$ cat config.mk
export PLATFORM = sky130hd
export DESIGN_NAME = sdp_div_cell
export DESIGN_NICKNAME = d
export VERILOG_FILES = /design/src/rtl/sdp_pkg.sv /design/src/rtl/sdp_div_cell.sv
export SDC_FILE = /design/constraint.sdc
export NUM_CORES = 1
export LEC_CHECK = 0
export BUFFER_PORTS_ARGS = -buffer_cell sky130_fd_sc_hd__buf_2
export CAP_MARGIN = 15
export CORE_AREA = 2 2 222 224
export DETAILED_ROUTE_END_ITERATION = 6
export DIE_AREA = 0 0 224 226
export GPL_TIMING_DRIVEN = 0
export PLACE_DENSITY = 0.59
export SYNTH_ARGS = -nofsm -noshare
export SYNTH_HDL_FRONTEND = slang
export SYNTH_SLANG_ARGS = --single-unit
$ cat constraint.sdc
create_clock -name clk_i -period 0.96 [get_ports clk_i]
set_input_delay 0.048 -clock clk_i [delete_from_list [all_inputs] [get_ports clk_i]]
set_output_delay 0.048 -clock clk_i [all_outputs]
set_load 0.005 [all_outputs]
$ cat src/rtl/sdp_pkg.sv
package sdp_pkg;

  localparam int GRID_X = 256;
  localparam int GRID_Y = 256;
  localparam int GRID_Z = 256;

  localparam int COORD_W  = 8;
  localparam int DATA_W   = 32;
  localparam int IDX_W    = 3;

  localparam int GRID_XY  = (GRID_X > GRID_Y) ? GRID_X : GRID_Y;
  localparam int GRID_MAX = (GRID_XY > GRID_Z) ? GRID_XY : GRID_Z;
  localparam int WAVE_REF = (GRID_MAX > (1 << COORD_W)) ? GRID_MAX : (1 << COORD_W);

  // wavenumber, its pairwise products, coefficient terms and their sum
  localparam int WAVE_W = $clog2(WAVE_REF) + 2;
  localparam int PROD_W = 2 * WAVE_W;
  localparam int TERM_W = DATA_W + 1 + PROD_W;
  localparam int SUM_W  = TERM_W + 3;
  localparam int MAG_W  = SUM_W;
  localparam int HI_W   = MAG_W - DATA_W;
  localparam int PM_W   = DATA_W + MAG_W;
  localparam int D_W    = PM_W + 1;
  localparam int DEN_W  = D_W + 1;

  // quotient bits resolved by the divider row; larger quotients saturate
  localparam int QBITS  = 34;
  localparam int REM_W  = DEN_W + QBITS;

  localparam int ONE_EXP = 42;
  localparam int NUM_EXP = 73;

  localparam logic [DATA_W-1:0] RECIP_ONE = 32'h4000_0000;
  localparam logic [DATA_W-1:0] SAT_POS   = 32'h7FFF_FFFF;
  localparam logic [DATA_W-1:0] SAT_NEG   = 32'h8000_0000;

  typedef enum logic [IDX_W-1:0] {
    REG_TIME_STEP = 3'd0,
    REG_COEF_XX   = 3'd1,
    REG_COEF_XY   = 3'd2,
    REG_COEF_XZ   = 3'd3,
    REG_COEF_YY   = 3'd4,
    REG_COEF_YZ   = 3'd5,
    REG_COEF_ZZ   = 3'd6
  } reg_idx_e;

  typedef struct packed {
    logic        [DATA_W-1:0] dt;
    logic signed [DATA_W-1:0] kxx;
    logic signed [DATA_W-1:0] kxy;
    logic signed [DATA_W-1:0] kxz;
    logic signed [DATA_W-1:0] kyy;
    logic signed [DATA_W-1:0] kyz;
    logic signed [DATA_W-1:0] kzz;
  } coef_t;

  typedef struct packed {
    logic             vld;
    logic             zero;
    logic             ovf;
    logic             neg;
    logic [REM_W-1:0] rem;
    logic [REM_W-1:0] dsh;
    logic [QBITS-1:0] quo;
  } div_t;

  function automatic logic signed [WAVE_W-1:0] wavenum(logic [COORD_W-1:0] c, int n);
    logic signed [WAVE_W-1:0] x;
    logic signed [WAVE_W-1:0] nn;
    logic signed [WAVE_W-1:0] x2;
    x  = WAVE_W'($signed({1'b0, c}));
    nn = WAVE_W'(n);
    x2 = x + x;
    if (x2 > nn) begin
      return x - nn;
    end else if (x2 == nn) begin
      return '0;
    end
    return x;
  endfunction

endpackage

$ cat src/rtl/sdp_div_cell.sv
module sdp_div_cell (
  input  logic          clk_i,
  input  logic          rst_ni,
  input  logic          en_i,
  input  sdp_pkg::div_t prev_i,
  output sdp_pkg::div_t next_o
);
  import sdp_pkg::*;

  logic             vld_q;
  div_t             pay_q;
  div_t             pay_d;
  logic             take;

  always_comb begin
    pay_d = prev_i;
    take  = (prev_i.rem >= prev_i.dsh);
    if (take) begin
      pay_d.rem = prev_i.rem - prev_i.dsh;
    end
    pay_d.quo = {prev_i.quo[QBITS-2:0], take};
    pay_d.dsh = prev_i.dsh >> 1;
  end

  always_ff @(posedge clk_i or negedge rst_ni) begin
    if (!rst_ni) begin
      vld_q <= 1'b0;
    end else if (en_i) begin
      vld_q <= prev_i.vld;
    end
  end

  always_ff @(posedge clk_i) begin
    if (en_i) begin
      pay_q <= pay_d;
    end
  end

  always_comb begin
    next_o     = pay_q;
    next_o.vld = vld_q;
  end

endmodule

==> flow_summary.json, run 1 <==
{
  "grt_use_met1_pct": 37.2,
  "fin_crit_ns": 2.65,
  "ys_types": 79,
  "intPower_mw": 31.7,
  "utilization_pct": 67.8,
  "clk_path_buf_depth": 3,
  "criticalPathCategory": "primary input to flip-flop",
  "swShare_pct": 32.2,
  "async_reset_ff_share_pct": 0.351,
  "yosysWarnings": 0,
  "setup_tns_ns": -224.86,
  "root_buffer": "clkbuf_16",
  "synth_edf_count": 284,
  "place_ws_ns": -2.80,
  "power_density_nw_per_um2": 1430,
  "met3_usage_pct": 5.06,
  "cts_htree_levels": 2,
  "relSlewSlack_pct": 35.8,
  "p_leak_nw": 13.8,
  "clock.fmax_mhz": 377,
  "grt_pass1_vias": 19929,
  "use_met2_pct": 48.0,
  "pwr-share-clk_pct": 28.4,
  "rrSetupSlack_ns": 0.18,
  "ioPinCount": 575,
  "grt.busiest_layer": "met2",
  "grt_first_pass_wirelength_um": 113000,
  "postCtsHoldBufs": 285,
  "start_kind": "primary input",
  "drtPass1Iterations": 5,
  "dieArea_um2": 50600,
  "fp-row-count": 81,
  "drt-initial-drc-count": 1233,
  "cts_tree": "built",
  "violations": "hold timing, setup timing",
  "crit_fanout": 6,
  "synthCells": 2002,
  "place_congestion": 0.907,
  "core_um2": 48300,
  "clk_pin_slew_worst_paths_ns": 0.06,
  "gr-usage-all-layers_pct": 28.9,
  "syn_area_um2": 18800,
  "synth-seq-area-share_pct": 45.5,
  "final_common_cell": "buf_2",
  "drv_cap": 0,
  "p_comb_share_pct": 38.0,
  "wire_per_inst_um": 20.7,
  "reg2reg_depth": 1,
  "dp.cells": 3198,
  "outcome": "finished, violations left",
  "worstPathArrival_ns": 2.94,
  "antenna_found_initial": 9,
  "worstMarginPinSlew_ns": 0.953,
  "vias": 19969,
  "drc": 0,
  "drive_above_1_share_pct": 47.1,
  "setup_ws_ns": -1.69,
  "p_sw_mw": 15.0,
  "seq_power_share_pct": 33.6,
  "worst_setup_path_end_kind": "flip-flop",
  "nets": 3497,
  "mostFrequentLayoutCells": "buf_2 (524), dlygate4sd3_1 (285), edfxtp_1 (284)",
  "worst_ep_required_time_ns": 1.25,
  "vias_per_cell": 5.34,
  "finClkSkew_ns": 0,
  "period_share_pct": 276,
  "ant_nets": 0,
  "ys.flop_type": "edfxtp_1",
  "whs_ns": -0.185,
  "hp-class": "primary input to flip-flop",
  "numPortBuffers": 572,
  "yosys_register_bits": 285,
  "rsz0062_at_grt": "true",
  "final_max_slew_viol_count": 0,
  "multiInputGateArea_um2": 12700,
  "drt-total-wl_um": 77300,
  "clock_latency_ns": 0.53,
  "start_util_pct": 38.9,
  "syn_nets": 2416,
  "grt_max_degree": 129,
  "ir_drop_v": 0.00135,
  "ff_latch_area_um2": 8550,
  "avgSynthCellArea_um2": 9.39,
  "dp_hpwl_um": 55000,
  "hold-path-cell-count": 3,
  "setup_viol": 410,
  "fill_cells": 3765,
  "final_cells": 3737,
  "die_w_um": 224,
  "gr-total-overflow": 0,
  "hold_viol_final": 39,
  "area_growth_pct": 74.3,
  "die_h_um": 226,
  "cts_buffers": 34,
  "cts.sinks": 285
}
## final cells by class
class / instances / area share (%)
diodes: 7 / 0.0534
plain buffers: 46 / 1.81
clock buffers: 43 / 2.79
clock inverters: 18 / 0.634
inverters: 151 / 2.07
multi-input cells: 1478 / 38.7
flip-flops and latches: 285 / 26.1
well taps: 622 / 2.37
repair buffers: 1087 / 25.5
## power by group through the flow
| stage | Combinational [mW] | Clock [mW] | Sequential (mW) |
|---|---|---|---|
| after detailed placement | 11.8 | 0 | 16.0 |
| after CTS | 16.1 | 13.6 | 15.7 |
| after global routing | 19.0 | 13.9 | 15.8 |
| final | 17.8 | 13.3 | 15.7 |
| after global placement | 11.7 | 0 | 16.0 |
| after floorplan | 6.85 | 0 | 16.1 |
## stage by stage
stage | power, mW | instance area (um^2)
2_1_floorplan | 23.0 | 20100
3_3_place_gp | 27.7 | 23700
3_5_place_dp | 27.7 | 23800
4_1_cts | 45.4 | 31200
5_1_grt | 48.7 | 32800
6_report | 46.8 | 32800
## routing by layer
layer,wire length (um),up-vias
li1,-,9483
met1,32400,9642
met2,37200,695
met3,4850,143
met4,2840,6
met5,37,-
## path summary, 6_finish.rpt
kind	startpoint	endpoint
min	prev_i[158]	next_o[158]
max reg2reg	vld_q	vld_q
min in group asynchronous	rst_ni	vld_q
max in group asynchronous	rst_ni	vld_q
max	prev_i[75]	next_o[276]
min reg2reg	vld_q	vld_q
## critical path, stage by stage
cell and delay [ns]:
buf_2 0.10, inv_1 0.06, ha_4 0.30, nand2_1 0.12
nor4_4 0.47, nand3_2 0.17, a21oi_4 0.31, nor3b_2 0.09
a21oi_2 0.27, a41oi_4 0.19, o31a_4 0.38, o21ai_4 0.18
xnor2_1 0.16, o21ai_1 0.09
## cells in the mapped netlist (all sizes together), types with 4 or more instances
library cell	number	area share [%]
inv	151	3.0
or2	7	0.23
nor2b	11	0.37
a21oi	205	5.6
a21o	44	1.8
nand2	293	5.9
a31oi	9	0.30
and2	6	0.20
o211ai	11	0.49
nand2b	10	0.33
a21boi	9	0.38
o221ai	6	0.28
nand4	62	2.2
nand3	21	0.56
and3	4	0.13
or3	8	0.27
a211oi	10	0.40
clkbuf	41	0.83
mux2	7	0.42
buf	47	1.5
or4	4	0.18
o31ai	12	0.51
nor3	41	1.1
edfxtp	284	45
o21bai	34	1.5
nor2	110	2.2
nor4	11	0.40
a221oi	4	0.19
ha	124	8.3
o21ai	238	6.4
o21a	21	0.84
xnor2	62	2.9
o41ai	4	0.27
xor2	52	2.4
## cell families (layout without fill, tap and decap cells)
| logic type | Yosys count | after routing | share of synthesized area [%] |
|---|---|---|---|
| buffers and inverters | 239 | 1345 | 5.36 |
| AOI/OAI and AO/OA | 632 | 632 | 20.6 |
| other | 1 | 8 | 0.0199 |
| muxes | 7 | 7 | 0.419 |
| DFF | 285 | 285 | 45.5 |
| and+or+nand+nor | 599 | 599 | 14.5 |
| adders and majority gates | 125 | 125 | 8.36 |
| xor gates and xnor gates | 114 | 114 | 5.31 |
## flip-flops by register name, indices dropped and copies added, names as in the netlist
register,cells
next_o,284
vld_q,1
## what timing repair did
| item | CTS | global route |
|---|---|---|
| hold endpoints to repair | 323 | 39 |
| setup endpoints to repair | 410 | 410 |
| resized for setup | 478 | 344 |
| pin swaps | 123 | 183 |
| setup buffers | 133 | 82 |
| gates cloned | 21 | 1 |
No activity file was read; power rests on OpenSTA's default activity.
==> run 2, diff against run 1 <==
--- a/config.mk
+++ b/config.mk
@@ -7,11 +7,14 @@
 export LEC_CHECK = 0
 export BUFFER_PORTS_ARGS = -buffer_cell sky130_fd_sc_hd__buf_2
 export CAP_MARGIN = 15
-export CORE_AREA = 2 2 222 224
+export CELL_PAD_IN_SITES_DETAIL_PLACEMENT = 1
+export CELL_PAD_IN_SITES_GLOBAL_PLACEMENT = 2
+export CORE_MARGIN = 2
+export CORE_UTILIZATION = 31
 export DETAILED_ROUTE_END_ITERATION = 6
-export DIE_AREA = 0 0 224 226
 export GPL_TIMING_DRIVEN = 0
-export PLACE_DENSITY = 0.59
+export HOLD_SLACK_MARGIN = 0.06
+export PLACE_DENSITY = 0.77
 export SYNTH_ARGS = -nofsm -noshare
 export SYNTH_HDL_FRONTEND = slang
 export SYNTH_SLANG_ARGS = --single-unit
==> run 2 against run 1 <==
The flow still finishes with violations (hold timing, setup timing). Critical path depth up 3. Sequential cell count unchanged. Cell count up 4.3%. Largest power group unchanged. Combinational power up 4%. Count of clock-buffer cells in the layout unchanged. Design area up 1.2%. Core utilization down 13 points. First-iteration DRC count down 24%. Total power up 1.9%.
==> flow_summary.json, run 2 (synthesis gave the netlist of run 1 again) <==
{
  "setup_viol": 410,
  "clock.fmax_mhz": 359,
  "startpoint": "prev_i[158]",
  "dieArea_um2": 62600,
  "vias_per_cell": 5.22,
  "violations": "hold timing, setup timing",
  "start_kind": "primary input",
  "die_h_um": 250,
  "start_util_pct": 31.3,
  "setup_ws_ns": -1.82,
  "wire_per_inst_um": 23.5,
  "r2r-start": "vld_q",
  "ant_nets": 0,
  "finClkSkew_ns": 0,
  "power_density_nw_per_um2": 1440,
  "top_layer_used": "met5",
  "nets": 3496,
  "whs_ns": -0.204,
  "cts_tree": "built",
  "crit_fanout": 4,
  "core_um2": 60100,
  "cts_buffers": 34,
  "die_w_um": 250,
  "swShare_pct": 33.3,
  "final_max_slew_viol_count": 0,
  "ir_drop_v": 0.00119,
  "gr-usage-all-layers_pct": 26.8,
  "dp_hpwl_um": 62100,
  "outcome": "finished, violations left",
  "vias": 20335,
  "cts_htree_levels": 2,
  "place_ws_ns": -2.99,
  "antenna_found_initial": 12,
  "mostFrequentLayoutCells": "buf_2 (526), dlygate4sd3_1 (285), edfxtp_1 (284)",
  "period_share_pct": 290,
  "worstPathArrival_ns": 3.08,
  "clk_path_buf_depth": 3,
  "final_common_cell": "buf_2",
  "clk_pin_slew_worst_paths_ns": 0.06,
  "place_congestion": 0.876,
  "grt_max_degree": 128,
  "criticalPathCategory": "primary input to flip-flop",
  "grt_pass1_vias": 21325,
  "wl_met2_um": 46100,
  "grt_first_pass_wirelength_um": 129000,
  "seq_power_share_pct": 33.0,
  "wl_met1_um": 37900,
  "met3_length_um": 4490,
  "p_comb_share_pct": 39.0,
  "reg2reg_depth": 1,
  "pwr-share-clk_pct": 28.0,
  "drt-initial-drc-count": 933,
  "fp-row-count": 90,
  "cts.sinks": 285,
  "drt-total-wl_um": 91500,
  "drtPass1Iterations": 5,
  "fin_crit_ns": 2.78,
  "intPower_mw": 31.8,
  "hold-path-cell-count": 3,
  "r2r_end": "vld_q",
  "utilization_pct": 55.2,
  "drv_cap": 0,
  "drc": 0,
  "relSlewSlack_pct": 46.5,
  "hold_viol_final": 36,
  "worst_setup_path_end_kind": "flip-flop",
  "clock_latency_ns": 0.54,
  "rrSetupSlack_ns": 0.19,
  "gr-total-overflow": 0,
  "root_buffer": "clkbuf_16",
  "p_leak_nw": 13.9,
  "ioPinCount": 575,
  "crit_path_end": "next_o[276]",
  "rsz0062_at_grt": "true",
  "numPortBuffers": 572,
  "largest_reg_flops": 284,
  "drive_above_1_share_pct": 47.0,
  "worstMarginPinSlew_ns": 0.794,
  "worst_ep_required_time_ns": 1.25,
  "hp-class": "primary input to flip-flop",
  "p_sw_mw": 15.9,
  "area_growth_pct": 76.5
}
-- run 2: area by class of cell --
type,instances,area [um^2]
fillers,6546,27000
multi-input cells,1478,12800
flip-flops and latches,285,8550
repair buffers,1067,8200
well taps,782,978
clock buffers,43,948
plain buffers,65,863
inverters,151,677
clock inverters,19,174
diodes,7,17.5
-- run 2: stage by stage --
| stage | setup TNS (ns) | hold WS [ns] | std cells | area (um^2) | total power [mW] |
|---|---|---|---|---|---|
| 6_report | -243.04 | -0.204 | 3897 | 33200 | 47.7 |
| 5_1_grt | -260.56 | -0.207 | 3897 | 33200 | 49.7 |
| 4_1_cts | -249.30 | -0.297 | 3807 | 30400 | 44.8 |
| 3_5_place_dp | -429.73 | -0.171 | 3358 | 24000 | 28.1 |
| 3_3_place_gp | -1518.96 | -0.167 | 3356 | 23900 | 28.0 |
| 2_1_floorplan | -178.94 | -0.248 | 2002 | 20100 | 23.0 |
-- run 2: critical path, stage by stage --
cell and delay (ns):
buf_8 0.09, inv_8 0.03, ha_4 0.16, fa_2 0.37, nand2b_4 0.17, a21oi_4 0.19, o211ai_1 0.10, buf_4 0.17
a21oi_4 0.28, buf_4 0.18, nor3b_2 0.05, a21oi_4 0.20, a41oi_4 0.17, o31a_4 0.38, o21ai_4 0.21, xnor2_1 0.15
o21ai_1 0.10
-- run 2: worst min-delay path by stage --
| stage | startpoint | end |
|---|---|---|
| floorplan | rst_ni | vld_q |
| global placement | rst_ni | vld_q |
| detailed placement | rst_ni | vld_q |
| CTS | prev_i[35] | next_o[34] |
| global route | prev_i[158] | next_o[158] |
| finish | prev_i[158] | next_o[158] |
-- run 2: power by group through the flow --
stage,Sequential [mW],Combinational (mW),Clock [mW]
5_1_grt,15.9,19.8,14.0
6_report,15.7,18.6,13.3
4_1_cts,15.7,15.5,13.6
3_5_place_dp,16.0,12.2,0
3_3_place_gp,16.0,12.0,0
2_1_floorplan,16.1,6.85,0
-- run 2: what timing repair did --
item                       4_1_cts  5_1_grt
hold endpoints to repair       320       39
hold buffers                   282        3
buffers inserted               100       89
setup endpoints to repair      410      411
gates cloned                    13       12
pin swaps                      107      172
gates resized for setup        311      495
-- run 2: routing by layer --
metal | global-route usage, % | vias up
met5 | 0 | -
met4 | 8.61 | 8
met3 | 4.46 | 152
met2 | 46.1 | 565
met1 | 34.2 | 10157
li1 | - | 9453
